==> config.mk <==
export PLATFORM = sky130hd
export DESIGN_NAME = frame_energy_voice_detector_unit
export DESIGN_NICKNAME = d
export VERILOG_FILES = /design/src/sv/fevd_pkg.sv /design/src/sv/fevd_front.sv /design/src/sv/fevd_queue.sv /design/src/sv/fevd_back.sv /design/src/sv/frame_energy_voice_detector_unit.sv
export SDC_FILE = /design/constraint.sdc
export NUM_CORES = 2
export LEC_CHECK = 0
export CAP_MARGIN = 30
export CORE_MARGIN = 2
export CORE_UTILIZATION = 60
export DETAILED_ROUTE_END_ITERATION = 8
export DONT_BUFFER_PORTS = 1
export PLACE_DENSITY_LB_ADDON = 0.3
export SETUP_SLACK_MARGIN = 0.4
export SLEW_MARGIN = 20
export SYNTH_ARGS = -nofsm -noshare
export SYNTH_HDL_FRONTEND = slang
export SYNTH_HIERARCHICAL = 1
export SYNTH_SLANG_ARGS = --single-unit
==> constraint.sdc <==
create_clock -name clk_i -period 6.01 [get_ports clk_i]
set_clock_uncertainty 0.1 [all_clocks]
set_input_delay 0.3005 -clock clk_i [delete_from_list [all_inputs] [get_ports clk_i]]
set_output_delay 0.3005 -clock clk_i [all_outputs]
set_load 0.05 [all_outputs]
==> src/sv/fevd_pkg.sv <==
// Shared widths and defaults for the frame energy voice detector.
package fevd_pkg;

  // Default frame length limit, in samples
  localparam int MAX_FRAME_SAMPLES_DEF = 4096;
  // Entries in the frame record queue between front and back
  localparam int QUEUE_DEPTH_DEF       = 2;

  // Fixed field widths
  localparam int SAMPLE_W  = 16;
  localparam int SQUARE_W  = 31;  // 32768^2 = 2^30 fits
  localparam int PEAK_W    = 15;
  localparam int THR_W     = 31;
  localparam int MEAN_W    = 31;
  localparam int IN_DATA_W = 16;
  localparam int OUT_DATA_W = 48; // mean, voice, peak, too_long

  // Largest magnitude reported as peak
  localparam logic [PEAK_W-1:0] PEAK_SAT = {PEAK_W{1'b1}};

endpackage

==> src/sv/fevd_front.sv <==
// Front part: sample magnitude/square stage and per-frame accumulators.
module fevd_front import fevd_pkg::*; #(
  parameter int MAX_FRAME_SAMPLES = MAX_FRAME_SAMPLES_DEF,
  parameter int CNT_W             = $clog2(MAX_FRAME_SAMPLES + 1),
  parameter int SUM_W             = SQUARE_W - 1 + CNT_W,
  parameter int REC_W             = SUM_W + CNT_W + PEAK_W + 1
) (
  input  logic                clk_i,
  input  logic                rst_ni,
  input  logic                in_valid_i,
  output logic                in_ready_o,
  input  logic [SAMPLE_W-1:0] sample_i,
  input  logic                last_i,
  output logic                rec_valid_o,
  input  logic                rec_full_i,
  output logic [REC_W-1:0]    rec_o        // {too_long, peak, count, sum}
);

  localparam logic [CNT_W-1:0] MAX_CNT = CNT_W'(MAX_FRAME_SAMPLES);

  logic                s1_valid_q;
  logic [SQUARE_W-1:0] s1_sq_q;
  logic [PEAK_W-1:0]   s1_pk_q;
  logic                s1_last_q;
  logic                s1_fire;
  logic                in_fire;

  logic [SAMPLE_W-1:0] mag;
  logic [2*SAMPLE_W-1:0] mag_sq;

  logic [SUM_W-1:0]  sum_q, sum_n;
  logic [CNT_W-1:0]  cnt_q, cnt_n;
  logic [PEAK_W-1:0] peak_q, peak_n;
  logic              ovf_q, ovf_n;

  // Magnitude of the sample; -32768 gives 32768 as unsigned
  always_comb begin
    mag    = sample_i[SAMPLE_W-1] ? (SAMPLE_W'(0) - sample_i) : sample_i;
    mag_sq = (2*SAMPLE_W)'(mag) * (2*SAMPLE_W)'(mag);
  end

  // A last beat may only move on when the queue has room
  assign s1_fire    = s1_valid_q && (!s1_last_q || !rec_full_i);
  assign in_ready_o = !s1_valid_q || s1_fire;
  assign in_fire    = in_valid_i && in_ready_o;

  // Stage 1: registered square and saturated peak candidate
  always_ff @(posedge clk_i or negedge rst_ni) begin
    if (!rst_ni) begin
      s1_valid_q <= 1'b0;
    end else if (in_ready_o) begin
      s1_valid_q <= in_valid_i;
    end
  end

  always_ff @(posedge clk_i) begin
    if (in_fire) begin
      s1_sq_q   <= mag_sq[SQUARE_W-1:0];
      s1_pk_q   <= mag[SAMPLE_W-1] ? PEAK_SAT : mag[PEAK_W-1:0];
      s1_last_q <= last_i;
    end
  end

  // Accumulator update; samples past the limit only set the overflow flag
  always_comb begin
    sum_n  = sum_q;
    cnt_n  = cnt_q;
    peak_n = peak_q;
    ovf_n  = ovf_q;
    if (cnt_q < MAX_CNT) begin
      sum_n  = sum_q + SUM_W'(s1_sq_q);
      cnt_n  = cnt_q + CNT_W'(1);
      if (s1_pk_q > peak_q) begin
        peak_n = s1_pk_q;
      end
    end else begin
      ovf_n = 1'b1;
    end
  end

  always_ff @(posedge clk_i or negedge rst_ni) begin
    if (!rst_ni) begin
      sum_q  <= '0;
      cnt_q  <= '0;
      peak_q <= '0;
      ovf_q  <= 1'b0;
    end else if (s1_fire) begin
      if (s1_last_q) begin
        sum_q  <= '0;
        cnt_q  <= '0;
        peak_q <= '0;
        ovf_q  <= 1'b0;
      end else begin
        sum_q  <= sum_n;
        cnt_q  <= cnt_n;
        peak_q <= peak_n;
        ovf_q  <= ovf_n;
      end
    end
  end

  // Frame record goes to the queue on the last beat
  assign rec_valid_o = s1_fire && s1_last_q;
  assign rec_o       = {ovf_n, peak_n, cnt_n, sum_n};

endmodule

==> src/sv/fevd_queue.sv <==
// Short register queue for frame records between front and back.
module fevd_queue import fevd_pkg::*; #(
  parameter int W     = 8,
  parameter int DEPTH = QUEUE_DEPTH_DEF
) (
  input  logic         clk_i,
  input  logic         rst_ni,
  input  logic         push_i,
  input  logic [W-1:0] push_data_i,
  output logic         full_o,
  input  logic         pop_i,
  output logic         valid_o,
  output logic [W-1:0] pop_data_o
);

  localparam int PTR_W = (DEPTH > 1) ? $clog2(DEPTH) : 1;
  localparam int CNT_W = $clog2(DEPTH + 1);

  logic [W-1:0]     mem_q [DEPTH];
  logic [PTR_W-1:0] wr_ptr_q, rd_ptr_q;
  logic [CNT_W-1:0] count_q;

  assign full_o     = (count_q == CNT_W'(DEPTH));
  assign valid_o    = (count_q != '0);
  assign pop_data_o = mem_q[rd_ptr_q];

  // Entry storage
  always_ff @(posedge clk_i) begin
    if (push_i) begin
      mem_q[wr_ptr_q] <= push_data_i;
    end
  end

  // Pointers and fill count
  always_ff @(posedge clk_i or negedge rst_ni) begin
    if (!rst_ni) begin
      wr_ptr_q <= '0;
      rd_ptr_q <= '0;
      count_q  <= '0;
    end else begin
      if (push_i) begin
        wr_ptr_q <= (wr_ptr_q == PTR_W'(DEPTH - 1)) ? '0 : wr_ptr_q + PTR_W'(1);
      end
      if (pop_i) begin
        rd_ptr_q <= (rd_ptr_q == PTR_W'(DEPTH - 1)) ? '0 : rd_ptr_q + PTR_W'(1);
      end
      if (push_i && !pop_i) begin
        count_q <= count_q + CNT_W'(1);
      end else if (pop_i && !push_i) begin
        count_q <= count_q - CNT_W'(1);
      end
    end
  end

endmodule

==> src/sv/fevd_back.sv <==
// Back part: bit-serial mean division, threshold compare, output register.
module fevd_back import fevd_pkg::*; #(
  parameter int MAX_FRAME_SAMPLES = MAX_FRAME_SAMPLES_DEF,
  parameter int CNT_W             = $clog2(MAX_FRAME_SAMPLES + 1),
  parameter int SUM_W             = SQUARE_W - 1 + CNT_W,
  parameter int REC_W             = SUM_W + CNT_W + PEAK_W + 1
) (
  input  logic                  clk_i,
  input  logic                  rst_ni,
  input  logic                  rec_valid_i,
  output logic                  rec_pop_o,
  input  logic [REC_W-1:0]      rec_i,       // {too_long, peak, count, sum}
  input  logic [THR_W-1:0]      thr_i,
  output logic                  out_valid_o,
  input  logic                  out_ready_i,
  output logic [OUT_DATA_W-1:0] out_data_o
);

  localparam int PROD_W = THR_W + CNT_W;
  localparam int STEP_W = $clog2(SUM_W);

  localparam logic [1:0] ST_IDLE = 2'd0;
  localparam logic [1:0] ST_RUN  = 2'd1;
  localparam logic [1:0] ST_DONE = 2'd2;

  logic [1:0]        state_q;
  logic [SUM_W-1:0]  quo_q;      // dividend shifts out, quotient shifts in
  logic [SUM_W-1:0]  sum_q;
  logic [CNT_W-1:0]  rem_q, div_q, rem_d;
  logic [PROD_W-1:0] prod_q;
  logic [PEAK_W-1:0] peak_q;
  logic              ovf_q;
  logic [STEP_W-1:0] step_q;
  logic [CNT_W:0]    trial, trial_sub;
  logic              ge;

  logic              out_valid_q;
  logic [OUT_DATA_W-1:0] out_data_q;
  logic              load_out;

  logic [SUM_W-1:0]  rec_sum;
  logic [CNT_W-1:0]  rec_cnt;
  logic [PEAK_W-1:0] rec_peak;
  logic              rec_ovf;

  assign {rec_ovf, rec_peak, rec_cnt, rec_sum} = rec_i;

  // One restoring step per cycle
  always_comb begin
    trial     = {rem_q, quo_q[SUM_W-1]};
    trial_sub = trial - {1'b0, div_q};
    ge        = (trial >= {1'b0, div_q});
    rem_d     = ge ? trial_sub[CNT_W-1:0] : trial[CNT_W-1:0];
  end

  assign rec_pop_o = (state_q == ST_IDLE) && rec_valid_i;
  assign load_out  = (state_q == ST_DONE) && (!out_valid_q || out_ready_i);

  // Sequencer
  always_ff @(posedge clk_i or negedge rst_ni) begin
    if (!rst_ni) begin
      state_q <= ST_IDLE;
      step_q  <= '0;
    end else begin
      unique case (state_q)
        ST_IDLE: begin
          if (rec_valid_i) begin
            state_q <= ST_RUN;
            step_q  <= '0;
          end
        end
        ST_RUN: begin
          step_q <= step_q + STEP_W'(1);
          if (step_q == STEP_W'(SUM_W - 1)) begin
            state_q <= ST_DONE;
          end
        end
        ST_DONE: begin
          if (load_out) begin
            state_q <= ST_IDLE;
          end
        end
        default: state_q <= ST_IDLE;
      endcase
    end
  end

  // Datapath: load a record, then shift the division
  always_ff @(posedge clk_i) begin
    if (rec_pop_o) begin
      quo_q  <= rec_sum;
      sum_q  <= rec_sum;
      div_q  <= rec_cnt;
      rem_q  <= '0;
      prod_q <= PROD_W'(thr_i) * PROD_W'(rec_cnt);
      peak_q <= rec_peak;
      ovf_q  <= rec_ovf;
    end else if (state_q == ST_RUN) begin
      rem_q <= rem_d;
      quo_q <= {quo_q[SUM_W-2:0], ge};
    end
  end

  // Output register
  always_ff @(posedge clk_i or negedge rst_ni) begin
    if (!rst_ni) begin
      out_valid_q <= 1'b0;
    end else if (load_out) begin
      out_valid_q <= 1'b1;
    end else if (out_ready_i) begin
      out_valid_q <= 1'b0;
    end
  end

  always_ff @(posedge clk_i) begin
    if (load_out) begin
      out_data_q <= {ovf_q, peak_q, (PROD_W'(sum_q) > prod_q), quo_q[MEAN_W-1:0]};
    end
  end

  assign out_valid_o = out_valid_q;
  assign out_data_o  = out_data_q;

endmodule

==> src/sv/frame_energy_voice_detector_unit.sv <==
// Top level of the frame energy voice detector.
//
//   channel   dir  beat contents
//   s_axis    in   tdata[15:0] sample (signed), tlast = last sample of frame
//   m_axis    out  tdata: [30:0] mean_energy, [31] voice_active,
//                  [46:32] peak_amplitude, [47] frame_too_long
//   cfg       in   cfg_data_i[30:0] energy_threshold
//
// The front takes one sample per cycle; a full queue holds the last beat of
// a frame, which stalls s_axis. A sample is registered in stage 1 before it
// reaches the accumulators. The back pops one frame record at a time and no
// other until its result is in the output register; its divider forms one
// quotient bit per cycle, and a two-entry record queue lets the next frames
// accumulate meanwhile. Reset clears all control state and the accumulators.
module frame_energy_voice_detector_unit import fevd_pkg::*; #(
  parameter int MAX_FRAME_SAMPLES = MAX_FRAME_SAMPLES_DEF,
  parameter int QUEUE_DEPTH       = QUEUE_DEPTH_DEF
) (
  input  logic                  clk_i,
  input  logic                  rst_ni,
  input  logic                  s_axis_tvalid,
  output logic                  s_axis_tready,
  input  logic [IN_DATA_W-1:0]  s_axis_tdata,   // [15:0] sample
  input  logic                  s_axis_tlast,
  output logic                  m_axis_tvalid,
  input  logic                  m_axis_tready,
  output logic [OUT_DATA_W-1:0] m_axis_tdata,   // mean, voice, peak, too_long
  input  logic                  cfg_valid_i,
  output logic                  cfg_ready_o,
  input  logic [THR_W-1:0]      cfg_data_i
);

  localparam int CNT_W = $clog2(MAX_FRAME_SAMPLES + 1);
  localparam int SUM_W = SQUARE_W - 1 + CNT_W;
  localparam int REC_W = SUM_W + CNT_W + PEAK_W + 1;

  logic [THR_W-1:0] thr_q;
  logic             q_push, q_full, q_pop, q_valid;
  logic [REC_W-1:0] q_in, q_out;

  // Threshold register
  assign cfg_ready_o = 1'b1;

  always_ff @(posedge clk_i or negedge rst_ni) begin
    if (!rst_ni) begin
      thr_q <= '0;
    end else if (cfg_valid_i) begin
      thr_q <= cfg_data_i;
    end
  end

  fevd_front #(
    .MAX_FRAME_SAMPLES(MAX_FRAME_SAMPLES),
    .CNT_W(CNT_W),
    .SUM_W(SUM_W),
    .REC_W(REC_W)
  ) u_front (
    .clk_i      (clk_i),
    .rst_ni     (rst_ni),
    .in_valid_i (s_axis_tvalid),
    .in_ready_o (s_axis_tready),
    .sample_i   (s_axis_tdata[SAMPLE_W-1:0]),
    .last_i     (s_axis_tlast),
    .rec_valid_o(q_push),
    .rec_full_i (q_full),
    .rec_o      (q_in)
  );

  fevd_queue #(
    .W    (REC_W),
    .DEPTH(QUEUE_DEPTH)
  ) u_queue (
    .clk_i      (clk_i),
    .rst_ni     (rst_ni),
    .push_i     (q_push),
    .push_data_i(q_in),
    .full_o     (q_full),
    .pop_i      (q_pop),
    .valid_o    (q_valid),
    .pop_data_o (q_out)
  );

  fevd_back #(
    .MAX_FRAME_SAMPLES(MAX_FRAME_SAMPLES),
    .CNT_W(CNT_W),
    .SUM_W(SUM_W),
    .REC_W(REC_W)
  ) u_back (
    .clk_i      (clk_i),
    .rst_ni     (rst_ni),
    .rec_valid_i(q_valid),
    .rec_pop_o  (q_pop),
    .rec_i      (q_out),
    .thr_i      (thr_q),
    .out_valid_o(m_axis_tvalid),
    .out_ready_i(m_axis_tready),
    .out_data_o (m_axis_tdata)
  );

  // Checks
  a_no_push_full: assert property (@(posedge clk_i) disable iff (!rst_ni)
    q_full |-> !q_push)
    else $error("frame record pushed into full queue");

  a_no_pop_empty: assert property (@(posedge clk_i) disable iff (!rst_ni)
    !q_valid |-> !q_pop)
    else $error("frame record popped from empty queue");

  a_mean_bound: assert property (@(posedge clk_i) disable iff (!rst_ni)
    (m_axis_tvalid && m_axis_tdata[MEAN_W-1]) |-> (m_axis_tdata[MEAN_W-2:0] == '0))
    else $error("mean energy above 2^30");

endmodule

==> flow_metrics.env <==
export IMPL_synth_cell_types=87
export IMPL_io_pins=104
export IMPL_yosysMostFrequentCell="inv_1"
export IMPL_cts_tree="built"
export IMPL_cts_buffer_depth=3
export IMPL_violations="negative setup slack"
export IMPL_slew_headroom_pct=37.97
export IMPL_die_x_um=273.9
export IMPL_worst_setup_path_type="flip-flop to flip-flop"
export IMPL_ys_warn_count=6
export IMPL_gr_total_overflow=0
export IMPL_slowest_delay_ns=0.55
export IMPL_gp_congestion=0.9063
export IMPL_r2r_slack_ns=-0.78
export IMPL_viasPerCell=5.631
export IMPL_worst_hold_path_endpoint="u_front/s1_pk_q[5]$_SDFFCE_PN1P_"
export IMPL_h_tree_depth=2
export IMPL_synth_edf_count=397
export IMPL_cp_top_family="adder cells"
export IMPL_crit_fanout=7
export IMPL_place_port_buffers=0
export IMPL_avgSynthCellArea_sq_um=10.54
export IMPL_fin_ws_ns=-0.7763
export IMPL_drc=0
export IMPL_fin_nets=5396
export IMPL_max_freq_mhz=147.4
export IMPL_vias=31340
export IMPL_num_rows=98
export IMPL_cts_clk_slew_worst_paths_ns=0.06
export IMPL_synthTopCellsByCount="735 x inv_1, 611 x nand2_1, 483 x fa_1"
export IMPL_whs_ns=0.05820
export IMPL_yosysTopAreaCell="edfxtp_1"
export IMPL_synth_area_top_cells="edfxtp_1 27%, fa_1 22%, ha_1 8.3%, dfrtp_1 6.7%, inv_1 6.3%"
export IMPL_cp_slowest_cell="dfrtp_4"
export IMPL_grt_start_max_net_pins=118
export IMPL_coreArea_sq_um=71850
export IMPL_status="finished with violations"
export IMPL_max_cap_viol_count=0
export IMPL_synth_seq_cells=527
export IMPL_fin_crit_sh_pct=112.9
export IMPL_r2r_start="u_queue/rd_ptr_q$_DFFE_PN0P_"
export IMPL_layout_drive_gt1_share_pct=20.69
export IMPL_worstRegToRegCells=22
export IMPL_path_buf_inv=5
export IMPL_min_path_type="primary input to flip-flop"
export IMPL_syn_area_sq_um=43710
export IMPL_syn_to_final_growth_pct=18.84
export IMPL_pre_cts_slack_ns=-1.557
export IMPL_cts_made_buffers=54
export IMPL_final_cell_area_sq_um=51950
export IMPL_n_antenna_cell=0
export IMPL_ys_flop_type="edfxtp_1"
export IMPL_cts_sinks=527
export IMPL_finalHoldViolCount=0
export IMPL_tightest_slew_ns=0.9271
export IMPL_min_from="s_axis_tdata[5]"
export IMPL_drtIter0Drc=2787
export IMPL_syn_inst=4146
export IMPL_track_usage_pct=28.06
export IMPL_synth_seq_area_share_pct=34.56
export IMPL_post_route_min_period_ns=6.786
export IMPL_setup_viol=40
export IMPL_yosys_area_top_type_share_pct=27.27
export IMPL_drt_pre_antenna_iters=7
export IMPL_wirelength_um=104800
export IMPL_die_y_um=273.9
export IMPL_startpoint_type="flip-flop"
export IMPL_finalCoreUtilization_pct=72.30
export IMPL_worst_ep_arrival_time_ns=7.05
export IMPL_rsz0062_at_grt="yes"
export IMPL_crit_path_end_kind="flip-flop"
export IMPL_cts_root_buffer="clkbuf_16"
export IMPL_grt_first_pass_wirelength_um=166400
export IMPL_die_area_sq_um=75030
export IMPL_avgRoutedWirePerCell_um=18.83
export IMPL_grt_pass1_vias=32100
export IMPL_r2r_end="u_back/prod_q[40]$_DFFE_PP_"
export IMPL_hold_depth=3
export IMPL_initial_utilization_pct=60.84
export IMPL_worstPathRequired_ns=6.28
export IMPL_insertion_delay_ns=0.63
export IMPL_cp_cell_sequence="buf_8, mux2_4, and2_1, fa_1, inv_1, fa_1, inv_1, fa_1, fa_1, inv_1, fa_1, inv_2, ha_4, a21o_1, a221o_1, a221oi_4, a21oi_4, o2111a_1, nor3_2, o21ai_2, and2_4, a211o_1"
export IMPL_synthArstFlopShare_pct=22.20
export IMPL_dp_hpwl_um=73750
export IMPL_slew_violations=0
export IMPL_placed_cell_area_sq_um=47440
export IMPL_path_common_cell="fa_1"
export IMPL_antenna_found_initial=1
export IMPL_ant_nets=0
## logic make-up (layout without fill, tap and decap cells)
group	Yosys count	after routing	synth area share [%]
mux	140	144	4.153
xor+xnor	144	144	2.928
flops	527	527	34.56
fa+ha+maj	773	773	30.42
simple gates	1142	1142	12.01
other cells	3	12	0.02576
compound gates	512	512	7.760
buf+inv	905	1362	8.137
## worst reg2reg max path: stages (launching register included)
cell and delay [ns]:
dfrtp_4 0.55, buf_8 0.17, mux2_4 0.39, and2_1 0.20
fa_1 0.51, inv_1 0.05, fa_1 0.48, inv_1 0.07
fa_1 0.47, fa_1 0.55, inv_1 0.07, fa_1 0.52
inv_2 0.06, ha_4 0.16, a21o_1 0.20, a221o_1 0.35
a221oi_4 0.40, a21oi_4 0.12, o2111a_1 0.29, nor3_2 0.27
o21ai_2 0.13, and2_4 0.17, a211o_1 0.25
## flip-flops by register name (all words and copies together) (netlist names)
signal / cells
thr_q: 31
u_front/s1_valid_q: 1
u_back/prod_q: 44
u_front/cnt_q: 13
u_back/rem_q: 13
u_front/sum_q: 43
u_back/out_valid_o: 1
u_queue/mem_q: 144
u_queue/rd_ptr_q: 1
u_front/s1_sq_q: 30
u_front/s1_last_q: 1
u_back/quo_q: 43
u_queue/wr_ptr_q: 1
u_back/out_data_o: 48
u_front/peak_q: 15
u_back/step_q: 6
u_front/ovf_q: 1
u_back/state_q: 2
u_front/s1_pk_q: 15
u_back/sum_q: 43
u_queue/count_q: 2
u_back/peak_q: 15
u_back/ovf_q: 1
u_back/div_q: 13
## cell usage in the layout (no fill, tap or decap), types with 89 or more instances in the layout
| cell type | synthesis | routed |
|---|---|---|
| fa_1 | 483 | 475 |
| and2_1 | 183 | 150 |
| nor2_1 | 145 | 128 |
| nand2_1 | 611 | 592 |
| a21oi_1 | 120 | 89 |
| ha_1 | 290 | 250 |
| o21ai_0 | 115 | 99 |
| edfxtp_1 | 397 | 397 |
| inv_1 | 735 | 690 |
| buf_4 | 3 | 375 |
| dfrtp_1 | 117 | 115 |
## layout make-up
class,instances,area (sq um)
multi-input combinational,2727,26580
clock inverter,22,264.0
sequential,527,15110
timing repair buffer,518,4467
inverter,742,2795
fill,4847,19900
clock buffer,80,1540
tap,950,1189
## timing repair
| action | CTS | global route |
|---|---|---|
| endpoints found under the hold margin | 156 | 0 |
| setup buffers | 34 | 40 |
| pin swaps | 115 | 116 |
| cloned | 4 | 0 |
| setup endpoints to repair | 50 | 56 |
| resized for setup | 163 | 124 |
| hold buffers | 72 | 0 |
## stage by stage
step,cells,TNS (ns)
floorplan,4155,-16.32
CTS,5523,-11.65
detailed placement,5311,-27.70
global placement,5306,-25.28
global route,5566,-25.26
finish,5566,-17.75
## worst max-delay path by stage
stage                            startpoint                             to  slack [ns]  depth (start not counted)
2_1_floorplan               s_axis_tdata[4]  u_front/s1_sq_q[30]$_DFFE_PP_       -1.27                         27
3_3_place_gp                s_axis_tdata[4]  u_front/s1_sq_q[30]$_DFFE_PP_       -1.46                         26
4_1_cts                     s_axis_tdata[4]  u_front/s1_sq_q[30]$_DFFE_PP_       -0.62                         26
6_report       u_queue/rd_ptr_q$_DFFE_PN0P_    u_back/prod_q[40]$_DFFE_PP_       -0.78                         22
3_5_place_dp                s_axis_tdata[4]  u_front/s1_sq_q[30]$_DFFE_PP_       -1.56                         25
5_1_grt        u_queue/rd_ptr_q$_DFFE_PN0P_    u_back/prod_q[40]$_DFFE_PP_       -0.91                         22
## routing by layer
metal	global-route usage (%)	part of all wire (%)
met1	38.98	41
met2	45.46	48
met4	9.754	3.9
met5	0	0
met3	4.177	6.5
Power is not shown: default switching activity piles up to over one toggle a cycle in this logic, so the estimate is an artifact.
